File: config.mk
export PLATFORM = sky130hd
export DESIGN_NAME = rvd_ctrl
export DESIGN_NICKNAME = d
export VERILOG_FILES = /design/src/rvd_pkg.sv /design/src/rvd_ctrl.sv
export SDC_FILE = /design/constraint.sdc
export NUM_CORES = 1
export LEC_CHECK = 0
export BUFFER_PORTS_ARGS = -buffer_cell sky130_fd_sc_hd__buf_2
export CAP_MARGIN = 25
export CORE_AREA = 2 2 86 88
export DETAILED_ROUTE_END_ITERATION = 8
export DIE_AREA = 0 0 88 90
export PLACE_DENSITY = 0.81
export SLEW_MARGIN = 20
export SYNTH_ARGS = -nofsm -noshare
export SYNTH_HDL_FRONTEND = slang
export SYNTH_SLANG_ARGS = --single-unit
File: constraint.sdc
create_clock -name clk -period 8.97 [get_ports clk]
set_clock_uncertainty 0.05 [all_clocks]
set_input_delay 0.897 -clock clk [delete_from_list [all_inputs] [get_ports clk]]
set_output_delay 0.897 -clock clk [all_outputs]
set_load 0.01 [all_outputs]
File: src/rvd_pkg.sv
// Shared command and status codes for the reversible deque.
package rvd_pkg;

  typedef enum logic [2:0] {
    CMD_PUSH_BACK  = 3'd0,
    CMD_PUSH_FRONT = 3'd1,
    CMD_POP_BACK   = 3'd2,
    CMD_POP_FRONT  = 3'd3,
    CMD_REVERSE    = 3'd4
  } cmd_t;

  typedef enum logic [1:0] {
    ST_POPPED   = 2'd0,
    ST_EMPTY    = 2'd1,
    ST_ACCEPTED = 2'd2,
    ST_FULL     = 2'd3
  } status_t;

  localparam int unsigned IN_W  = 32;
  localparam int unsigned OUT_W = 32;
  localparam int unsigned EXT_W = 64;

  function automatic logic [EXT_W-1:0] sext_in(input logic [IN_W-1:0] v);
    sext_in = {{(EXT_W-IN_W){v[IN_W-1]}}, v};
  endfunction

endpackage

File: src/rvd_ctrl.sv
// Pointer, count and orientation control for the reversible deque.
module rvd_ctrl import rvd_pkg::*; #(
  parameter int unsigned DEPTH      = 1024,
  parameter int unsigned DATA_WIDTH = 32,
  parameter int unsigned AW         = $clog2(DEPTH),
  parameter int unsigned CW         = $clog2(DEPTH + 1)
) (
  input  logic                  clk,
  input  logic                  rst_n,
  input  logic                  accept,
  input  logic [2:0]            cmd,
  input  logic [IN_W-1:0]       value,
  output logic                  mem_we,
  output logic                  mem_re,
  output logic [AW-1:0]         mem_addr,
  output logic [DATA_WIDTH-1:0] mem_wdata,
  input  logic [DATA_WIDTH-1:0] mem_rdata,
  output logic                  out_valid,
  output logic [OUT_W-1:0]      out_data,
  output logic [1:0]            out_status,
  output logic [CW-1:0]         out_occupancy
);

  localparam logic [AW-1:0] LAST_SLOT = AW'(DEPTH - 1);
  localparam logic [CW-1:0] FULL_CNT  = CW'(DEPTH);
  localparam logic [CW:0]   DEPTH_X   = (CW + 1)'(DEPTH);

  logic [AW-1:0] first_r, first_nxt;
  logic [CW-1:0] count_r, count_nxt;
  logic          rev_r, rev_nxt;
  logic          valid_r;
  logic          pop_ok_r, pop_ok_nxt;
  status_t       status_r, status_nxt;

  logic          high_end;
  logic [CW:0]   sum_tail, sum_last;
  logic [AW-1:0] slot_tail, slot_last;
  logic [EXT_W-1:0] value_ext;

  function automatic logic [EXT_W-1:0] sext_word(input logic [DATA_WIDTH-1:0] w);
    logic [EXT_W-1:0] r;
    for (int i = 0; i < EXT_W; i++) begin
      r[i] = (i < DATA_WIDTH) ? w[i] : w[DATA_WIDTH-1];
    end
    return r;
  endfunction

  assign value_ext = sext_in(value);
  assign sum_tail  = (CW + 1)'(first_r) + (CW + 1)'(count_r);
  assign sum_last  = sum_tail - (CW + 1)'(1);
  assign slot_tail = (sum_tail >= DEPTH_X) ? AW'(sum_tail - DEPTH_X) : AW'(sum_tail);
  assign slot_last = (sum_last >= DEPTH_X) ? AW'(sum_last - DEPTH_X) : AW'(sum_last);

  always_comb begin
    first_nxt  = first_r;
    count_nxt  = count_r;
    rev_nxt    = rev_r;
    pop_ok_nxt = 1'b0;
    status_nxt = ST_ACCEPTED;
    mem_we     = 1'b0;
    mem_re     = 1'b0;
    mem_addr   = first_r;
    mem_wdata  = value_ext[DATA_WIDTH-1:0];
    high_end   = (cmd == CMD_PUSH_BACK || cmd == CMD_POP_BACK) ? !rev_r : rev_r;
    if (accept) begin
      case (cmd_t'(cmd))
        CMD_PUSH_BACK, CMD_PUSH_FRONT: begin
          if (count_r == FULL_CNT) begin
            status_nxt = ST_FULL;
          end else begin
            mem_we    = 1'b1;
            count_nxt = count_r + CW'(1);
            if (high_end) begin
              mem_addr = slot_tail;
            end else begin
              first_nxt = (first_r == '0) ? LAST_SLOT : first_r - AW'(1);
              mem_addr  = first_nxt;
            end
          end
        end
        CMD_POP_BACK, CMD_POP_FRONT: begin
          if (count_r == '0) begin
            status_nxt = ST_EMPTY;
          end else begin
            mem_re     = 1'b1;
            pop_ok_nxt = 1'b1;
            status_nxt = ST_POPPED;
            count_nxt  = count_r - CW'(1);
            if (high_end) begin
              mem_addr = slot_last;
            end else begin
              mem_addr  = first_r;
              first_nxt = (first_r == LAST_SLOT) ? '0 : first_r + AW'(1);
            end
          end
        end
        CMD_REVERSE: begin
          rev_nxt = !rev_r;
        end
        default: begin
          status_nxt = ST_ACCEPTED;
        end
      endcase
    end
  end

  always_ff @(posedge clk) begin
    if (!rst_n) begin
      first_r  <= '0;
      count_r  <= '0;
      rev_r    <= 1'b0;
      valid_r  <= 1'b0;
      pop_ok_r <= 1'b0;
    end else begin
      first_r  <= first_nxt;
      count_r  <= count_nxt;
      rev_r    <= rev_nxt;
      valid_r  <= accept;
      pop_ok_r <= pop_ok_nxt;
    end
  end

  always_ff @(posedge clk) begin
    if (accept) begin
      status_r <= status_nxt;
    end
  end

  logic [EXT_W-1:0] rdata_ext;
  assign rdata_ext = sext_word(mem_rdata);

  assign out_valid     = valid_r;
  assign out_data      = pop_ok_r ? rdata_ext[OUT_W-1:0] : '0;
  assign out_status    = status_r;
  assign out_occupancy = count_r;

endmodule

* Word level (Yosys, flattened, before mapping)
Cells that the tools add are included.
** Word-level totals
- Input port bits :: 70
- Word-level logic and storage cells :: 66
- Output and inout bits :: 90
- Register bits :: 26
** Operators by class
- Equality and inequality tests :: 10
- Add/sub/neg operators :: 8
- Magnitude comparators :: 2
- Muxes and demuxes :: 29
- Reductions and logical operators :: 11
** Operator list (number)
- 10-bit 2-to-1 mux :: 13
- 10-bit case mux with 2 select lines :: 2
- 32-bit 2-to-1 mux :: 1
- 10-bit by 1-bit subtractor with 10-bit output (second input constant) :: 3
- 12-bit by 11-bit greater-or-equal comparator with 1-bit output (second input constant) :: 2
- 11-bit 2-to-1 mux :: 2
- 11-bit case mux with 2 select lines :: 1
- 10-bit by 11-bit adder with 12-bit output :: 1
- 12-bit by 1-bit subtractor with 12-bit output (second input constant) :: 1
- 11-bit by 1-bit adder with 11-bit output (second input constant) :: 1
- 11-bit equality test (second input constant) :: 1
- 11-bit zero test :: 1
- 11-bit by 1-bit subtractor with 11-bit output (second input constant) :: 1
- 10-bit by 1-bit adder with 10-bit output (second input constant) :: 1
- 10-bit equality test (second input constant) :: 1
- 10-bit zero test :: 1
- 1-bit 2-to-1 mux :: 9
- 2-bit inequality test (second input constant) :: 4
- 3-bit by 2-bit equality test with 1-bit output (second input constant) :: 2
- 6-bit AND reduction :: 1
- 2-bit case mux with 2 select lines :: 1
- 4-bit AND reduction :: 1
- 2-bit OR reduction :: 2
- 3-bit by 1-bit equality test with 1-bit output (second input constant) :: 1
- other kinds (6) :: 6

* Depth between registers and ports, before layout
- Depth in word-level cells :: 8
- Gate-level depth with buffers :: 12
- Gate-level depth less buffers :: 9

* Least setup slack after synthesis
OpenSTA, ideal clock, no wires.
- Kind :: in2reg
- From :: input port cmd[2]
- To :: register count_r[10] (netlist: out_occupancy[10])
- Arrival :: 3.893 ns
- Path buffers :: 3
- Cell stages on the path :: 12
- Data required time :: 8.850 ns
- Setup slack :: 4.957 ns
- Cell sequence :: clkbuf_1 -> nor2b_1 -> clkbuf_1 -> clkbuf_1 -> ha_1 -> a21o_1 -> a21oi_1 -> o21ai_1 -> and3_1 -> o31a_1 -> or4_1 -> a21oi_1
** On the way
- Cells in the longest elaborated chain, start to end :: 4
- Elaborated cells between the ends (all ways) :: 11
** RTL lines
- start: declaration :: line rvd_ctrl.sv:11 : input logic [2:0] cmd,
- 3-bit by 2-bit equality test with 1-bit output, or another cell as far along :: line rvd_ctrl.sv:66 : case (cmd_t'(cmd))
- 2-bit OR reduction :: line rvd_ctrl.sv:66
- 2-bit inequality test (no source line) or 2-bit nonzero test (tied branches)
- 4-bit AND reduction (no source line)
- end signal: assignment :: line rvd_ctrl.sv:116 : count_r <= count_nxt;
- end: declaration :: line rvd_ctrl.sv:29 : logic [CW-1:0] count_r, count_nxt;
Parallel ways exist; a longest one is shown, timed or not.
A chain may end at the register's enable or synchronous reset.

* Final worst setup path
- From :: register first_r[1]
- To :: output port mem_addr[6]
** On the way
- Cells in the longest elaborated chain, start to end :: 8
- Elaborated cells between the ends (all ways) :: 17
** RTL lines
- start: declaration :: line rvd_ctrl.sv:28 : logic [AW-1:0] first_r, first_nxt;
- start signal: assignment :: line rvd_ctrl.sv:115 : first_r <= first_nxt;
- 10-bit by 11-bit adder with 12-bit output :: line rvd_ctrl.sv:49 : assign sum_tail = (CW + 1)'(first_r) + (CW + 1)'(count_r);
- 12-bit by 1-bit subtractor with 12-bit output :: line rvd_ctrl.sv:50 : assign sum_last = sum_tail - (CW + 1)'(1);
- 10-bit by 1-bit subtractor with 10-bit output or 12-bit by 11-bit greater-or-equal comparator with 1-bit output (tied branches) :: line rvd_ctrl.sv:52 : assign slot_last = (sum_last >= DEPTH_X) ? AW'(sum_last - DEPTH_X) : AW'(sum_last);
- 10-bit 2-to-1 mux :: line rvd_ctrl.sv:52
- 10-bit 2-to-1 mux :: line rvd_ctrl.sv:89 : if (high_end) begin
- 10-bit 2-to-1 mux :: line rvd_ctrl.sv:82 : if (count_r == '0) begin
- 10-bit case mux with 2 select lines * :: line rvd_ctrl.sv:66
- 10-bit 2-to-1 mux * :: line rvd_ctrl.sv:65 : if (accept) begin
- end: declaration :: line rvd_ctrl.sv:15 : output logic [AW-1:0] mem_addr,
Every way passes the cells marked *; elsewhere a longest branch is shown, timed or not.

==> reports/results.tsv <==
stage	metric	value	unit
global_route	grt_usage	21.7	%
cts	clockRootBuffer	clkbuf_8	
final_layout	finalNetCount	591	
final_layout	drive_gt1_share	23.5	%
route	firstDrtPassIters	5	
synth	ys_seq_area_share	16.7	%
timing	worst_slew_pin_slew	0.828	ns
cts	cts-buffers-inserted	3	
critical_path	required	8.02	ns
critical_path	path_delay_family	simple AND/OR/NAND/NOR gates	
floorplan	fp.dieW	88	um
placement	dpl.hpwl	6810	um
floorplan	start_util	46.0	%
power	internal_power	0.268	mW
synth	yosysUniqueCellTypes	65	
hold_path	min_path_type	flop to flop	
placement	io_buffers	95	
cts	htreeDepth	1	
critical_path	cp.arrival	3.21	ns
run	cap_violations	0	
timing	slew_violations	0	
status	status	complete, no violations	
critical_path	cp_cell_sequence	ha_1 -> a211oi_4 -> nor4b_1 -> or3b_4 -> nor4_4 -> xor2_1 -> nor2_1 -> o311ai_1 -> buf_2	
critical_path	path_max_fanout	10	
power	peakVddDrop	0.0000917	V
global_route	antenna_found_initial	0	
timing	rsz0062_at_grt	no	
final_layout	final-seq-area	541	um2
critical_path	crit_slowest_cell	dfxtp_1	
route	totalWireLength	8860	um
cts	clk_pin_slew	0.10	ns
timing	hold_viol	0	
synth	synth-async-reset-ratio	0	%
final_layout	fillers	674	
synth	synth_edf_count	2	
synth	syn_area	3230	um2
synth	ys_ff_latch	26	
global_route	overflow	0	
route	via_per_inst	5.69	
cts	cts_tree	yes	
cts	postCtsSetupRepairBufs	0	
placement	gp_congestion	1.01	
cts	clock_latency	0.28	ns
floorplan	die_h	90	um
cts	clockBufferDepth	2	
power	powerDensity	124	nW/um2
power	pwr-share-comb	45.0	%
placement	pre_cts_slack	5.03	ns
final_layout	area_growth	11.8	%
floorplan	num_io_pins	160	
route	num_vias	3392	
timing	fin_tns_setup	0	ns
power	p_switching	0.180	mW
cts	cts_resized	0	
hold_path	hold-path-cell-count	2	
floorplan	core_area	7020	um2
route	post_drt_wl_per_cell	14.9	um
timing	setup-violations-final	0	
power	power_frac_clock	23.1	%
route	dr.first_iter.drc_count	294	
timing	worst_slack	4.81	ns
synth	syn_inst	449	
critical_path	path_class	flop to output pin	
timing	post-route-period-util	46.4	%
critical_path	critPathCaptureType	output pin	
power	switching_share	40.2	%
power	total_power	0.448	mW
synth	synth_area_per_cell	7.19	um2
global_route	grt_max_degree	33	
timing	max-slew-margin-rel	44.2	%
power	power_frac_seq	31.9	%
cts	hold_buffers	0	
power	p_leak	1.69	nW
timing	clock.fmax	240	MHz
floorplan	dieArea	7920	um2
final_layout	multi_input_area	2330	um2
cts	cts.sink_count	26	
route	drtAntennaViolNets	0	
synth	synth_nets	542	
critical_path	reg2regPathDepth	7	
final_layout	n_antenna_cell	0	
critical_path	startpoint_type	flop	
placement	dp.cells	592	
timing	min_period	4.16	ns
global_route	grt_pass1_vias	3055	
synth	synthFlopType	dfxtp_1	
floorplan	num_rows	31	
critical_path	path_buf_inv	1	
critical_path	r2r_slack	6.30	ns
route	drc	0	
final_layout	final_cells	596	
timing	hold_slack	0.501	ns
global_route	grt_pass1_wl	14300	um
critical_path	path_depth	9	
synth	yosysWarnings	0	
critical_path	cpPeakStageDelay	0.58	ns
routing by layer:
layer / global-route usage, % / up-vias / wire (um)
met3: 2.39 / 24 / 670
met2: 32.3 / 144 / 4030
met1: 32.0 / 1558 / 3960
met4: 7.69 / 0 / 205
li1: - / 1666 / -
met5: 0 / - / 0
kinds of logic after synthesis:
group                    after synthesis  share of synthesized area [%]
AND/OR/NAND/NOR                      182                           28.9
AO/OA/AOI/OAI                        121                           25.1
buffers and inverters                 66                           11.5
XOR/XNOR                              31                           8.41
flip-flops                            26                           16.7
adder cells (fa/ha/maj)               23                           9.38
registers in the layout (all words and copies together) (netlist names):
signal and flops:
out_occupancy 11, out_status 2, rev_r 1, out_valid 1, first_r 10, pop_ok_r 1
final timing paths:
check                                      from                       endpoint
setup / recovery        first_r[1]$_SDFFE_PN0P_                    mem_addr[6]
hold / removal    out_occupancy[5]$_SDFFE_PN0P_  out_occupancy[5]$_SDFFE_PN0P_
setup reg to reg  out_occupancy[9]$_SDFFE_PN0P_        first_r[6]$_SDFFE_PN0P_
hold reg to reg   out_occupancy[5]$_SDFFE_PN0P_  out_occupancy[5]$_SDFFE_PN0P_
layout by cell type, fill, tap and decap left out, types with 2 or more instances in the layout:
cell type,n
buf_2,95
nor2_1,45
nand2_1,43
and2_1,33
a21oi_1,32
dfxtp_1,24
o21ai_0,23
ha_1,21
nand3_1,16
xnor2_1,15
xor2_1,15
inv_1,12
nor3_1,10
and3_1,10
o211ai_1,7
o21ai_1,7
a211oi_1,6
o22ai_1,5
a31oi_1,5
nor4_1,4
a21o_1,4
a22o_1,4
a22oi_1,3
clkbuf_8,3
or2_2,2
nor4b_1,2
o21ba_2,2
o31ai_1,2
or3_1,2
o21a_1,2
a311oi_1,2
nand4_1,2
fa_1,2
edfxtp_1,2
buf_4,2
power by group through the flow:
stage          clock network (mW)  registers (mW)  logic [mW]
4_1_cts                     0.103           0.142       0.198
3_3_place_gp                    0           0.145       0.192
6_report                    0.104           0.143       0.201
5_1_grt                     0.110           0.144       0.224
2_1_floorplan                   0           0.136       0.169
3_5_place_dp                    0           0.145       0.197
through the flow:
stage          area (um2)  utilization, %
2_1_floorplan        3230               -
5_1_grt              3610            51.4
6_report             3610            51.4
3_5_place_dp         3530            50.3
3_3_place_gp         3520            50.2
4_1_cts              3600            51.3
synthesized netlist by cell type, types with 3 or more instances:
library cell / n / share of area [%]
a211oi_1: 6 / 1.4
a21o_1: 4 / 0.93
a21oi_1: 32 / 5.0
a22o_1: 4 / 1.1
a22oi_1: 3 / 0.70
a31oi_1: 5 / 0.97
and2_1: 33 / 6.4
and3_1: 10 / 1.9
buf_4: 33 / 7.7
clkbuf_1: 19 / 2.2
dfxtp_1: 24 / 15
ha_1: 21 / 8.1
inv_1: 12 / 1.4
nand2_1: 43 / 5.0
nand3_1: 16 / 2.5
nor2_1: 45 / 5.2
nor3_1: 10 / 1.5
nor4_1: 4 / 0.77
o211ai_1: 7 / 1.6
o21ai_0: 23 / 3.6
o21ai_1: 7 / 1.1
o22ai_1: 5 / 0.97
xnor2_1: 16 / 4.3
xor2_1: 15 / 4.1
cell type report:
type	instances	area share (%)
clock inverters	1	0.832
clock buffers	3	1.14
repair buffers	97	13.6
flip-flops and latches	26	15.0
well taps	99	3.43
inverters	13	1.35
multi-input cells	357	64.7
worst register-to-register path: stages (launching register included):
cell and delay, ns:
dfxtp_1 0.41, nor4_1 0.29, nand3_1 0.31, o31ai_4 0.75, nor2_1 0.34, o21ai_1 0.19, xor2_1 0.15, nor2_1 0.05
(Power assumes the default switching activity.)
